==> config.mk <==
export PLATFORM = sky130hd
export DESIGN_NAME = jls_div
export DESIGN_NICKNAME = d
export VERILOG_FILES = /design/src/rtl/core/jls_pkg.sv /design/src/rtl/core/jls_div.sv
export SDC_FILE = /design/constraint.sdc
export NUM_CORES = 1
export LEC_CHECK = 0
export BUFFER_PORTS_ARGS = -buffer_cell sky130_fd_sc_hd__buf_4
export CELL_PAD_IN_SITES_DETAIL_PLACEMENT = 0
export CELL_PAD_IN_SITES_GLOBAL_PLACEMENT = 1
export CORE_UTILIZATION = 25
export DETAILED_ROUTE_END_ITERATION = 6
export PLACE_DENSITY_LB_ADDON = 0.1
export SKIP_LAST_GASP = 1
export SLEW_MARGIN = 30
export SYNTH_ARGS = -nofsm -noshare
export SYNTH_HDL_FRONTEND = slang
export SYNTH_SLANG_ARGS = --single-unit
==> constraint.sdc <==
create_clock -name clk -period 3.6 [get_ports clk]
set_clock_uncertainty 0.05 [all_clocks]
set_input_delay 0 -clock clk [delete_from_list [all_inputs] [get_ports clk]]
set_output_delay 0 -clock clk [all_outputs]
set_load 0.1 [all_outputs]
==> src/rtl/core/jls_pkg.sv <==
// ----------------------------------------------------------------------------
// jls_pkg
// Shared constants, types and helpers for the Jacobi linear solver.
// ----------------------------------------------------------------------------
`default_nettype none

package jls_pkg;

    localparam int MAX_UNKNOWNS = 16;
    localparam int VALUE_BITS   = 32;
    localparam int FRAC_BITS    = 16;
    localparam int ROW_LEN      = MAX_UNKNOWNS + 1;
    localparam int MEM_DEPTH    = MAX_UNKNOWNS * ROW_LEN;
    localparam int IDX_W        = $clog2(MAX_UNKNOWNS);
    localparam int COL_W        = $clog2(MAX_UNKNOWNS + 1);
    localparam int ADDR_W       = $clog2(MEM_DEPTH);
    localparam int PROD_W       = 2 * VALUE_BITS;
    localparam int TERM_W       = PROD_W - FRAC_BITS;
    localparam int ACC_W        = TERM_W + COL_W + 1;
    localparam int DIVD_W       = VALUE_BITS + FRAC_BITS;
    localparam int DCNT_W       = $clog2(DIVD_W + 1);
    localparam int CNT_W        = 16;
    localparam int STATUS_W     = 2;
    localparam int TOL_W        = 31;
    localparam int CFG_IDX_W    = 2;
    localparam int CFG_DATA_W   = 31;

    localparam int S_FIELDS_W   = IDX_W + COL_W + VALUE_BITS;
    localparam int S_TDATA_W    = ((S_FIELDS_W + 7) / 8) * 8;
    localparam int M_FIELDS_W   = IDX_W + VALUE_BITS + STATUS_W + CNT_W;
    localparam int M_TDATA_W    = ((M_FIELDS_W + 7) / 8) * 8;

    // Configuration register indexes
    localparam logic [CFG_IDX_W-1:0] CFG_TOLERANCE = 2'd0;
    localparam logic [CFG_IDX_W-1:0] CFG_SIZE      = 2'd1;
    localparam logic [CFG_IDX_W-1:0] CFG_LIMIT     = 2'd2;

    // Result status codes
    localparam logic [STATUS_W-1:0] ST_CONVERGED = 2'd0;
    localparam logic [STATUS_W-1:0] ST_LIMIT     = 2'd1;
    localparam logic [STATUS_W-1:0] ST_ZERO_DIAG = 2'd2;

    // Divider handshake status
    typedef struct packed {
        logic busy;
        logic done;
    } jls_div_stat_t;

    // Saturate the accumulator to the signed value range
    function automatic logic signed [VALUE_BITS-1:0] sat_acc(input logic signed [ACC_W-1:0] v);
        logic signed [ACC_W-1:0] vmax;
        logic signed [ACC_W-1:0] vmin;
        vmax = ACC_W'({1'b0, {(VALUE_BITS-1){1'b1}}});
        vmin = -vmax - ACC_W'(1);
        if (v > vmax)
            return VALUE_BITS'(vmax);
        else if (v < vmin)
            return VALUE_BITS'(vmin);
        else
            return VALUE_BITS'(v);
    endfunction

endpackage

`default_nettype wire

==> src/rtl/core/jls_div.sv <==
// ----------------------------------------------------------------------------
// jls_div
// Restoring signed divider, one quotient bit per cycle, truncating toward
// zero, result saturated to the signed value range.
// ----------------------------------------------------------------------------
`default_nettype none

module jls_div
(
    input  wire logic                                   clk,
    input  wire logic                                   rst_n,
    input  wire logic                                   start,
    input  wire logic signed [jls_pkg::DIVD_W-1:0]      dividend,
    input  wire logic signed [jls_pkg::VALUE_BITS-1:0]  divisor,
    output jls_pkg::jls_div_stat_t                      stat,
    output logic signed [jls_pkg::VALUE_BITS-1:0]       quotient
);
    import jls_pkg::*;

    logic                    busy_reg;
    logic                    done_reg;
    logic                    neg_reg;
    logic [DCNT_W-1:0]       cnt_reg;
    logic [VALUE_BITS-1:0]   rem_reg;
    logic [DIVD_W-1:0]       quo_reg;
    logic [VALUE_BITS-1:0]   dvs_reg;
    logic signed [VALUE_BITS-1:0] q_reg;

    logic [VALUE_BITS:0]     trial;
    logic                    fit;
    logic signed [DIVD_W:0]  signed_q;

    // Shift in one dividend bit and try the subtract
    assign trial = {rem_reg, quo_reg[DIVD_W-1]};
    assign fit   = trial >= {1'b0, dvs_reg};

    assign signed_q = neg_reg ? -$signed({1'b0, quo_reg}) : $signed({1'b0, quo_reg});

    // Control: start, count steps, finish
    always_ff @(posedge clk or negedge rst_n)
    begin
        if (!rst_n)
        begin
            busy_reg <= 1'b0;
            done_reg <= 1'b0;
            cnt_reg  <= '0;
        end
        else
        begin
            done_reg <= 1'b0;
            if (start && !busy_reg)
            begin
                busy_reg <= 1'b1;
                cnt_reg  <= '0;
            end
            else if (busy_reg)
            begin
                if (cnt_reg == DCNT_W'(DIVD_W))
                begin
                    busy_reg <= 1'b0;
                    done_reg <= 1'b1;
                end
                else
                begin
                    cnt_reg <= cnt_reg + 1'b1;
                end
            end
        end
    end

    // Datapath: magnitudes in, one quotient bit per step, signed result out
    always_ff @(posedge clk)
    begin
        if (start && !busy_reg)
        begin
            neg_reg <= dividend[DIVD_W-1] ^ divisor[VALUE_BITS-1];
            quo_reg <= dividend[DIVD_W-1] ? DIVD_W'(-dividend) : DIVD_W'(dividend);
            dvs_reg <= divisor[VALUE_BITS-1] ? VALUE_BITS'(-divisor) : VALUE_BITS'(divisor);
            rem_reg <= '0;
        end
        else if (busy_reg)
        begin
            if (cnt_reg == DCNT_W'(DIVD_W))
            begin
                if (signed_q > $signed((DIVD_W+1)'({1'b0, {(VALUE_BITS-1){1'b1}}})))
                    q_reg <= {1'b0, {(VALUE_BITS-1){1'b1}}};
                else if (signed_q < -$signed((DIVD_W+1)'({1'b1, {(VALUE_BITS-1){1'b0}}})))
                    q_reg <= {1'b1, {(VALUE_BITS-1){1'b0}}};
                else
                    q_reg <= VALUE_BITS'(signed_q);
            end
            else
            begin
                rem_reg <= fit ? VALUE_BITS'(trial - {1'b0, dvs_reg}) : VALUE_BITS'(trial);
                quo_reg <= {quo_reg[DIVD_W-2:0], fit};
            end
        end
    end

    assign stat     = '{busy: busy_reg, done: done_reg};
    assign quotient = q_reg;

endmodule

`default_nettype wire

-- After elaboration in Yosys (flattened, before gate mapping)
Cells that the tools add are included.
- bits in registers: 153
- bits in latches: 0
- bits in writable memories: 0
- memory bits (read-only): 0
- logic and storage cells: 45
- memories kept: 0
- add/subtract/negate cells: 5
- $mul: 0
- div/mod/pow operators: 0
- order comparisons: 3
- equality and inequality tests: 2
- shift operators: 0
- multiplexer cells: 17
- bitwise gates (word level): 3
- reductions and logical operators: 6
- operators with widths (cell ; count):
    two-way mux 48 bit ; 4
    two-way mux 32 bit ; 2
    > comparator 49 x 32 -> 1 bit (second input constant) ; 1
    < comparator 49 x 32 -> 1 bit (second input constant) ; 1
    two-way mux 49 bit ; 1
    negator 48 -> 49 bit ; 1
    negator 48 bit ; 1
    greater-or-equal comparator 33 x 32 -> 1 bit ; 1
    negator 32 bit ; 1
    subtractor 32 bit ; 1
    two-way mux 31 bit ; 1
    two-way mux 6 bit ; 3
    adder 6 x 1 -> 6 bit (second input constant) ; 1
    == test 6 bit (second input constant) ; 1
    two-way mux 1 bit ; 6
    AND reduction 2 bit ; 2
    AND reduction 3 bit ; 1
    != test 2 bit (second input constant) ; 1
    inverter 1 bit ; 2
    nonzero test 2 bit ; 1
    logical AND 1 bit ; 1
    zero test 1 bit ; 1
    bitwise XOR 1 bit ; 1

-- Logic depth before layout (Yosys ltp)
Gate-level depths: netlist of run 1.
- depth after elaboration: 4
- gate-level depth with buffers: 14
- gate-level depth less buffers: 13

-- Worst setup path after synthesis of run 1
OpenSTA, ideal clock, no wires.
- kind: register to register
- from: register quo_reg[32]
- to: register q_reg[10], in the netlist quotient[10] (data pin)
- setup time: 0.266 ns
- arrival: 3.429 ns
- path slack: -0.146 ns
- cell stages (with the launch flop): 13
- buffers on the path: 2
- clock period less this slack: 3.746 ns
- path through: edfxtp_1 -> or4_1 -> or2_1 -> or4_4 -> or2_1 -> buf_6 -> o31ai_4 -> xor2_1 -> nand4_1 -> or4b_4 -> o21bai_4 -> buf_6 -> o21ai_1
- longest elaborated chain between the ends: 4
- elaborated cells on any way between the ends: 5
- RTL lines (element ; line ; source):
    from (decl) ; jls_div.sv:25 ; logic [DIVD_W-1:0] quo_reg;
    from (signal assigned) ; jls_div.sv:77 ; quo_reg <= dividend[DIVD_W-1] ? DIVD_W'(-dividend) : DIVD_W'(dividend);
    from (signal assigned) ; jls_div.sv:95 ; quo_reg <= {quo_reg[DIVD_W-2:0], fit};
    negator 48 -> 49 bit ; jls_div.sv:37 ; assign signed_q = neg_reg ? -$signed({1'b0, quo_reg}) : $signed({1'b0, quo_reg});
    two-way mux 49 bit * ; jls_div.sv:37 ;
    < comparator 49 x 32 -> 1 bit ; jls_div.sv:87 ; else if (signed_q < -$signed((DIVD_W+1)'({1'b1, {(VALUE_BITS-1){1'b0}}})))
    two-way mux 32 bit ; jls_div.sv:87 ;
    to (signal assigned) ; jls_div.sv:86 ; q_reg <= {1'b0, {(VALUE_BITS-1){1'b1}}};
    to (signal assigned) ; jls_div.sv:88 ; q_reg <= {1'b1, {(VALUE_BITS-1){1'b0}}};
    to (signal assigned) ; jls_div.sv:90 ; q_reg <= VALUE_BITS'(signed_q);
    to (decl) ; jls_div.sv:27 ; logic signed [VALUE_BITS-1:0] q_reg;
Mark *: on every way between the ends. The rest lies on a longest branch, timed or not.
A chain may end at the register's enable or synchronous reset.

-- Worst setup path after layout of run 1
- from: register quo_reg[29]
- to: register q_reg[29], in the netlist quotient[29] (data pin)
The elaborated chain is that of the path after synthesis.

==> results of run 1 <==
[logic make-up after synthesis]
kind of cell | synth area share
simple gates | 0.157
buf+inv | 0.0456
xor+xnor | 0.124
mux | 0.0215
fa+ha+maj | 0.0472
compound gates | 0.191
flops | 0.413
[through the flow]
step                total power [µW]  cell area (µm²)  instances  hold slack, ps  utilization
floorplan                       6340            10200       1124            -346            -
global placement                8230            12300       1809            -223        0.307
detailed placement              8220            12300       1809            -223        0.307
CTS                            10300            14000       1944            54.2        0.349
global route                   11000            14100       1945            97.7        0.351
finish                         10200            14100       1945            75.6        0.351
[layer usage]
metal | up-vias | share of wire | track usage
met3 | 22 | 0.021 | 0.0236
met5 | - | 0 | 0
met4 | 0 | 0.015 | 0.0416
li1 | 4657 | - | -
met1 | 4096 | 0.47 | 0.192
met2 | 103 | 0.49 | 0.256
[critical path, stage by stage, from the launching register on]
cell and delay (ps):
edfxtp_1 380, or4_4 550, or2_4 250, or4_4 420, or4b_4 490, a311oi_2 230
nand4_1 130, or4b_4 510, o21bai_4 190, buf_12 150, clkbuf_16 140, o21ai_1 60
[worst max path at each step]
stage,end,slack [ps],cells past startpoint
2_1_floorplan,quotient[10]$_SDFFCE_PN1P_,-110,12
3_3_place_gp,quotient[0]$_SDFFCE_PN1P_,-240,10
3_5_place_dp,quotient[0]$_SDFFCE_PN1P_,-230,10
4_1_cts,quotient[29]$_SDFFCE_PN1P_,-210,11
5_1_grt,quotient[23]$_SDFFCE_PN1P_,-340,11
6_report,quotient[29]$_SDFFCE_PN1P_,-220,11
[Yosys cell counts (3+ instances only)]
master	number
nand2_1	147
o21ai_0	146
edfxtp_1	113
xor2_1	90
xnor2_1	55
inv_1	53
nor2_1	47
clkbuf_1	44
a21oi_1	39
ha_1	37
o31ai_1	33
dfxtp_1	32
o21ai_1	30
mux2i_1	22
nor3_1	22
nand3_1	20
o41ai_1	18
nand4_1	16
or3_1	16
a21o_1	15
nor4_1	11
nand2b_1	10
or4_1	10
dfrtp_1	8
buf_6	6
or2_2	6
nor2b_1	5
o21a_1	5
o21bai_1	5
and3_1	4
o22ai_1	4
a22oi_1	3
buf_4	3
or4_4	3
[layout make-up]
| class | count | area share |
|---|---|---|
| clock buffers | 17 | 0.0302 |
| flip-flops and latches | 153 | 0.301 |
| well taps | 525 | 0.0467 |
| repair buffers | 318 | 0.194 |
| clock inverters | 15 | 0.0118 |
| inverters | 55 | 0.0147 |
| multi-input cells | 862 | 0.401 |
[where the power goes]
group | leakage, µW | internal (µW) | switching, µW
logic | 0.00395 | 2300 | 2870
registers | 0.00146 | 2690 | 430
clock network | 0.000276 | 1030 | 831
[what timing repair did]
action / in CTS / in global routing
resized for setup: 8 / 11
pin swaps: 5 / 1
hold buffers: 99 / 0
buffers inserted: 2 / 1
cloned: 2 / 1
hold endpoints to repair: 89 / 0
endpoints found under the setup margin: 31 / 39
==> results.cfg, run 1 <==
[clock_tree]
clock_sinks = 153
numCtsBuffers = 17
clockBufferDepth = 2
cts_tree = built
htree_levels = 4
path_clk_slew_ps = 70
ctsRootBufferMaster = clkbuf_16
clk_latency_ps = 440

[floorplan]
die_h_um = 204
core_area_um2 = 40100
design.die.area_um2 = 41800
io_pins = 117
fp-row-count = 73
die_w_um = 204
start_util = 0.255

[placed_design]
gp_routability_congestion = 0.788
numPortBuffers = 116
pre_cts_ws_ps = -225
hpwl_um = 22500

[worst_setup_path]
arrival_ps = 3960
cp.required_ps = 3740
r2r_slack_ps = -220
crit_path_start_kind = register
r2r_end = quotient[29]$_SDFFCE_PN1P_
path_class = reg -> reg
path_max_fanout = 7
rr_worst_depth = 11
r2r-start = quo_reg[29]$_DFFE_PP_
worstSetupStartpoint = quo_reg[29]$_DFFE_PP_
cp-end-kind = register

[synthesis]
synth_flop_cell = edfxtp_1
yosysWarnings = 0
syn_nets = 1245
yosys-top-cells-area = edfxtp_1 (33%), xor2_1 (7.7%), o21ai_0 (7.1%)
synthCells = 1124
synth_top_area_frac = 0.331
synth-edff-count = 113
synth_cell_types = 68
synth_area_per_cell_um2 = 9.11
ys_ff_latch = 153
mappedNetlistArea_um2 = 10200
async_flop_share = 0.0523
yosys.area.top_type = edfxtp_1
yosysSeqAreaShare = 0.413

[power_and_ir_drop]
leakage_uw = 0.00568
ir_worst_vdd_mv = 0.373
power_density_nw_per_um2 = 722

[cells_and_area]
largest_register_ffs = 48
nNetsFinal = 1528
seq_area_um2 = 4230
syn_to_final_growth_pct = 37.4
fillerInstances = 4163
drive_gt1_frac = 0.201
layout_common_cells = buf_4 (212), nand2_1 (147), o21ai_0 (146)
mostFrequentLayoutCell = buf_4
antenna_cells = 0
multi_input_area_um2 = 5650

[route]
drcViolationCount = 0
routed_via_density = 4.56
drt_iter0_markers = 322
post_drt_wl_per_cell_um = 15.6
ant_nets = 0
vias = 8878
drt-total-wl_um = 30300
firstDrtPassIters = 4

[sta]
setup_slack_ps = -216
worstMarginPinSlew_ps = 848
slew_violations = 0
fin_crit_ps = 3820
fin_setup_tns_ps = -5220
rsz0062_at_grt = true
hold_viol = 0
max_freq_ghz = 0.262
relSlewSlack = 0.435
setup_viol = 31
fin_crit_sh = 1.06

[grt]
grt_start_max_net_pins = 97
grt_overflow_total = 0
grt_pass1_wl_um = 48600
grt_usage = 0.149
antenna_found_initial = 0
grt_pass1_vias = 8962

[hold_path]
hp-class = in -> reg
worstHoldEndpoint = dvs_reg[5]$_DFFE_PP_
hold_path_startpoint = divisor[3]
hold_depth = 5

[run_status]
outcome = complete, but fails checks
violations = negative setup slack

[job]
maxCapViolCount = 0
No activity file was read; power rests on OpenSTA's default activity.
==> run 2: changes to the inputs <==
==> constraint.sdc (replaced) <==
create_clock -name clk -period 4.55 [get_ports clk]
set_clock_uncertainty 0.05 [all_clocks]
set_input_delay 0 -clock clk [delete_from_list [all_inputs] [get_ports clk]]
set_output_delay 0 -clock clk [all_outputs]
set_load 0.1 [all_outputs]
==> run 2 against run 1 <==
  * Wire length is 4.1% lower
  * The flow now finishes without violations
  * Register-to-register slack better by 620 ps
  * Largest power group unchanged
  * First-iteration DRC count is 20% lower
  * Sequential power is 15% lower
  * Sequential share of layout area is 2.0 points higher
  * Cell count is 4.6% lower
  * Worst hold slack better by 39 ps
  * Sequential cell count stayed put
  * Combinational power is 34% lower
  * Die area stayed put
  * Total power is 26% lower
==> results.cfg, run 2 (same netlist as run 1, synthesis figures left out) <==
[cells_and_area]
fin_cells = 1855
nNetsFinal = 1438
drive_gt1_frac = 0.139
layout_common_cells = nand2_1 (147), o21ai_0 (146), buf_4 (131)
fin_util = 0.329
mostFrequentLayoutCell = nand2_1
antenna_cells = 0
largest_register_ffs = 48
fillerInstances = 4222
syn_to_final_growth_pct = 28.7

[sta]
max_freq_ghz = 0.241
relSlewSlack = 0.407
fin_setup_tns_ps = 0
fin_crit_sh = 0.910
fin_crit_ps = 4140
hold_viol = 0
worstMarginPinSlew_ps = 889
slew_violations = 0
rsz0062_at_grt = false
holdWs_ps = 114
setup_viol = 0

[hold_path]
hold_path_startpoint = dividend[47]
worstHoldEndpoint = neg_reg$_DFFE_PP_
hold_depth = 2
hp-class = in -> reg

[placed_design]
hpwl_um = 21700
dp_cells = 1727
gp_routability_congestion = 0.804
numPortBuffers = 116

[grt]
grt_pass1_wl_um = 46200
antenna_found_initial = 0
grtUsageMet2 = 0.241
met1_usage = 0.183
grt_pass1_vias = 8530
grt_overflow_total = 0
grt.busiest_layer = met2
use_met3 = 0.0217
grt_start_max_net_pins = 97
grt_usage = 0.143

[route]
vias = 8545
drcViolationCount = 0
ant_nets = 0
routed_via_density = 4.61
post_drt_wl_per_cell_um = 15.7
drt-total-wl_um = 29100
drt_iter0_markers = 256
firstDrtPassIters = 4

[floorplan]
start_util = 0.255
fp-row-count = 73
io_pins = 117
die_w_um = 204
die_h_um = 204
design.die.area_um2 = 41800
core_area_um2 = 40100

[power_and_ir_drop]
power_density_nw_per_um2 = 567
leakage_uw = 0.00518
seq_power_share = 0.354
internal_power_uw = 4350
ir_worst_vdd_mv = 0.247
sw_frac_of_total = 0.419
p_comb_frac = 0.457
p_clk_frac = 0.188
netSwitchingPower_uw = 3130

[worst_setup_path]
cp.required_ps = 4670
path_max_fanout = 31
crit_path_start_kind = register
path_class = reg -> reg
r2r_slack_ps = 410
r2r_end = quotient[7]$_SDFFCE_PN1P_
r2r-start = quo_reg[32]$_DFFE_PP_
cp-end-kind = register
rr_worst_depth = 11
arrival_ps = 4260

[clock_tree]
htree_levels = 4
path_clk_slew_ps = 70
clockBufferDepth = 2
ctsRootBufferMaster = clkbuf_16
numCtsBuffers = 17
clock_sinks = 153
clk_latency_ps = 450
cts_tree = built
cts_setup_buffers = 0

[run_status]
outcome = finished, final reports clean

[job]
maxCapViolCount = 0
## run 2: cell types whose count changed in the layout (fill, tap and decap cells not counted), moves of 3 or more
cell and delta:
buf_12 -4, buf_4 -81, clkinv_2 +3, dlygate4sd3_1 -3, o31ai_1 +3, o31ai_2 -3
## run 2: power by group through the flow
stage	clock network, µW	logic (µW)	registers [µW]
floorplan	0	2490	2520
global placement	0	3420	2680
detailed placement	0	3400	2690
CTS	1480	3480	2660
global route	1510	3900	2740
finish	1410	3420	2650
## run 2: worst max-delay path by stage
stage,from,end,slack (ps)
global route,quo_reg[32]$_DFFE_PP_,quotient[29]$_SDFFCE_PN1P_,180
floorplan,quo_reg[32]$_DFFE_PP_,quotient[10]$_SDFFCE_PN1P_,800
finish,quo_reg[32]$_DFFE_PP_,quotient[7]$_SDFFCE_PN1P_,410
CTS,quo_reg[32]$_DFFE_PP_,quotient[7]$_SDFFCE_PN1P_,380
detailed placement,quo_reg[32]$_DFFE_PP_,quotient[7]$_SDFFCE_PN1P_,410
global placement,quo_reg[32]$_DFFE_PP_,quotient[0]$_SDFFCE_PN1P_,390
## run 2: metal layers
metal | share of wire | up-vias
met5 | 0 | -
met1 | 0.48 | 3919
met4 | 0.019 | 0
li1 | - | 4467
met2 | 0.48 | 130
met3 | 0.023 | 29
## run 2: per-stage QoR
stage / power (µW) / setup WS (ps) / area [µm²]
2_1_floorplan: 5010 / 804 / 10200
5_1_grt: 8150 / 183 / 13200
3_3_place_gp: 6110 / 385 / 11700
3_5_place_dp: 6080 / 406 / 11700
6_report: 7480 / 407 / 13200
4_1_cts: 7610 / 382 / 13200
## run 2: cell type report
| class | count | area [µm²] | share of cell area |
|---|---|---|---|
| tap | 525 | 657 | 0.0498 |
| clock inverter | 15 | 143 | 0.0108 |
| clock buffer | 17 | 425 | 0.0323 |
| multi-input combinational | 862 | 5550 | 0.421 |
| inverter | 55 | 206 | 0.0157 |
| timing repair buffer | 228 | 1960 | 0.149 |
| sequential | 153 | 4230 | 0.321 |
## run 2: what timing repair did
action                                  in CTS  in global routing
endpoints found under the setup margin       0                  0
gates resized for setup                      0                  0
hold buffers                                96                  0
endpoints found under the hold margin       89                  0
## run 2: critical path, stage by stage, from the launching register on
cell and delay [ps]:
edfxtp_1 500, or4_1 570, or2_1 260, or4_4 550, or2_1 320, o31ai_4 210, xor2_1 250, nand4_1 120
or4b_4 510, o21bai_4 110, buf_4 280, o21ai_1 120
==> run 3: changes to the inputs <==
--- a/config.mk
+++ b/config.mk
@@ -6,9 +6,9 @@
 export NUM_CORES = 1
 export LEC_CHECK = 0
 export BUFFER_PORTS_ARGS = -buffer_cell sky130_fd_sc_hd__buf_4
-export CELL_PAD_IN_SITES_DETAIL_PLACEMENT = 0
+export CELL_PAD_IN_SITES_DETAIL_PLACEMENT = 1
 export CELL_PAD_IN_SITES_GLOBAL_PLACEMENT = 1
-export CORE_UTILIZATION = 25
+export CORE_UTILIZATION = 46
 export DETAILED_ROUTE_END_ITERATION = 6
 export PLACE_DENSITY_LB_ADDON = 0.1
 export SKIP_LAST_GASP = 1
==> constraint.sdc (replaced) <==
create_clock -name clk -period 3.85 [get_ports clk]
set_clock_uncertainty 0.05 [all_clocks]
set_input_delay 0 -clock clk [delete_from_list [all_inputs] [get_ports clk]]
set_output_delay 0 -clock clk [all_outputs]
set_load 0.1 [all_outputs]
==> run 3 against run 2 <==
  * The run now ends with negative setup slack left
  * Count of clock-buffer cells in the layout unchanged
  * First-iteration DRC count up 150%
  * Worst hold slack worse by 67 ps
  * Non-clock buffer count increased by 51
  * Cell count is 10% lower
  * Total power increased by 27%
  * Critical path depth is 1 higher
  * Design area rose by 1.9%
  * Via count up 13%
  * Combinational power up 41%
  * Die area decreased by 45%
  * Critical endpoint is now quotient[3]$_SDFFCE_PN1P_
  * Largest cell class unchanged
==> results.cfg, run 3 (same netlist as run 1, synthesis figures left out) <==
[cells_and_area]
drive_gt1_frac = 0.185
fillerInstances = 2505
nNetsFinal = 1489
multi_input_area_um2 = 5680
syn_to_final_growth_pct = 31.2
layout_common_cells = buf_4 (179), nand2_1 (147), o21ai_0 (145)
fin_area_um2 = 13400
largest_register_ffs = 48
antenna_cells = 0
seq_area_um2 = 4230
mostFrequentLayoutCell = buf_4

[power_and_ir_drop]
leakage_uw = 0.00549
ir_worst_vdd_mv = 0.358
seq_power_share = 0.323
p_total_uw = 9480
power_density_nw_per_um2 = 705
internal_power_uw = 5350
netSwitchingPower_uw = 4130
sw_frac_of_total = 0.436
p_clk_frac = 0.167
p_comb_frac = 0.509

[sta]
setup_viol = 23
rsz0062_at_grt = true
slew_violations = 0
hold_viol = 0
worstMarginPinSlew_ps = 912
max_freq_ghz = 0.255
fin_crit_sh = 1.02
setup_slack_ps = -67.4
fin_crit_ps = 3920
relSlewSlack = 0.392

[floorplan]
core_area_um2 = 21800
die_w_um = 151
start_util = 0.469
design.die.area_um2 = 22900
die_h_um = 151
io_pins = 117
fp-row-count = 54

[route]
post_drt_wl_per_cell_um = 20.2
drt_iter0_markers = 636
firstDrtPassIters = 5
wl_met1_um = 14900
ant_nets = 0
top_layer_used = met4
drt-total-wl_um = 33600
wl_met2_um = 16200
routed_via_density = 5.80
drcViolationCount = 0
vias = 9639
met3WireLength_um = 1730

[clock_tree]
clockBufferDepth = 2
cts_tree = built
ctsRootBufferMaster = clkbuf_16
numCtsBuffers = 17
htree_levels = 4
clk_latency_ps = 430
clock_sinks = 153
path_clk_slew_ps = 70

[worst_setup_path]
cp.required_ps = 3980
path_max_fanout = 7
cp-end-kind = register
crit_path_start_kind = register
path_class = reg -> reg
arrival_ps = 4050

[placed_design]
hpwl_um = 21600
numPortBuffers = 116
gp_routability_congestion = 0.857
placed_area_um2 = 11600

[grt]
grt_usage = 0.300
grt_pass1_wl_um = 52200
grt_start_max_net_pins = 97
antenna_found_initial = 0
grt_overflow_total = 0
grt_pass1_vias = 9872

[run_status]
outcome = complete, but fails checks
violations = negative setup slack

[job]
maxCapViolCount = 0

[hold_path]
hp-class = in -> reg
==> run 3: cell types whose count changed in the layout (fill, tap and decap cells not counted), moves of 3 or more <==
| cell | change |
|---|---|
| buf_4 | +48 |
| clkinv_4 | +4 |
| dlygate4sd3_1 | -3 |
| nor3_1 | -5 |
| nor3_2 | +5 |
| nor4_1 | -3 |
==> run 3: final timing paths <==
| path | start | to | slack (ps) | cells after the start |
|---|---|---|---|---|
| setup / recovery | quo_reg[11]$_DFFE_PP_ | quotient[3]$_SDFFCE_PN1P_ | -70 | 12 |
| setup reg to reg | quo_reg[11]$_DFFE_PP_ | quotient[3]$_SDFFCE_PN1P_ | -70 | 12 |
| min in group asynchronous | rst_n | done_reg$_DFF_PN0_ | 500 | 3 |
| hold reg to reg | rem_reg[8]$_SDFFE_PP0P_ | rem_reg[8]$_SDFFE_PP0P_ | 430 | 2 |
| hold / removal | dividend[18] | quo_reg[18]$_DFFE_PP_ | 50 | 3 |
| max in group asynchronous | rst_n | busy_reg$_DFF_PN0_ | 2980 | 3 |
==> run 3: worst max-delay path, stage by stage (launching register included) <==
cell	delay, ps
edfxtp_1	390
or4_4	560
nand2b_4	190
or4_4	540
buf_4	160
o41ai_4	260
xor2_1	300
nand4_1	130
or4b_4	510
o21bai_4	220
buf_6	160
clkbuf_16	140
o21ai_1	60
==> run 3: power groups by stage <==
stage / Clock [µW] / Combinational (µW) / Sequential, µW
floorplan: 0 / 2950 / 2980
global placement: 0 / 4260 / 3000
detailed placement: 0 / 4400 / 3040
CTS: 1600 / 4630 / 3020
global route: 1660 / 5290 / 3120
finish: 1590 / 4830 / 3070
==> run 3: timing repair <==
item                       in CTS  in global routing
gates cloned                    2                  1
hold buffers                   93                  0
pin swaps                       9                  5
resized for setup              13                 14
buffers inserted               11                  6
setup endpoints to repair       3                 38
hold endpoints to repair       86                  0
==> run 3: area by class of cell <==
cell class	count	area share
inverters	55	0.0156
clock inverters	15	0.00913
clock buffers	17	0.0317
repair buffers	279	0.180
multi-input cells	862	0.422
flip-flops and latches	153	0.315
well taps	280	0.0261
==> run 3: metal layers <==
metal,up-vias,global-route usage
met1,4729,0.399
met3,54,0.0545
met4,0,0.0875
met2,285,0.494
met5,-,0
li1,4571,-
==> run 3: metrics by stage <==
stage / hold slack [ps] / instances / util / setup WS, ps / TNS, ps
after floorplan: -346 / 1124 / - / 104 / 0
after global placement: -221 / 1516 / 0.532 / 101 / 0
after detailed placement: -223 / 1516 / 0.532 / -7.38 / -7.38
after CTS: 19.3 / 1654 / 0.608 / -2.06 / -2.06
after global routing: 71.6 / 1661 / 0.616 / -185 / -3880
final: 47.3 / 1661 / 0.616 / -67.4 / -834
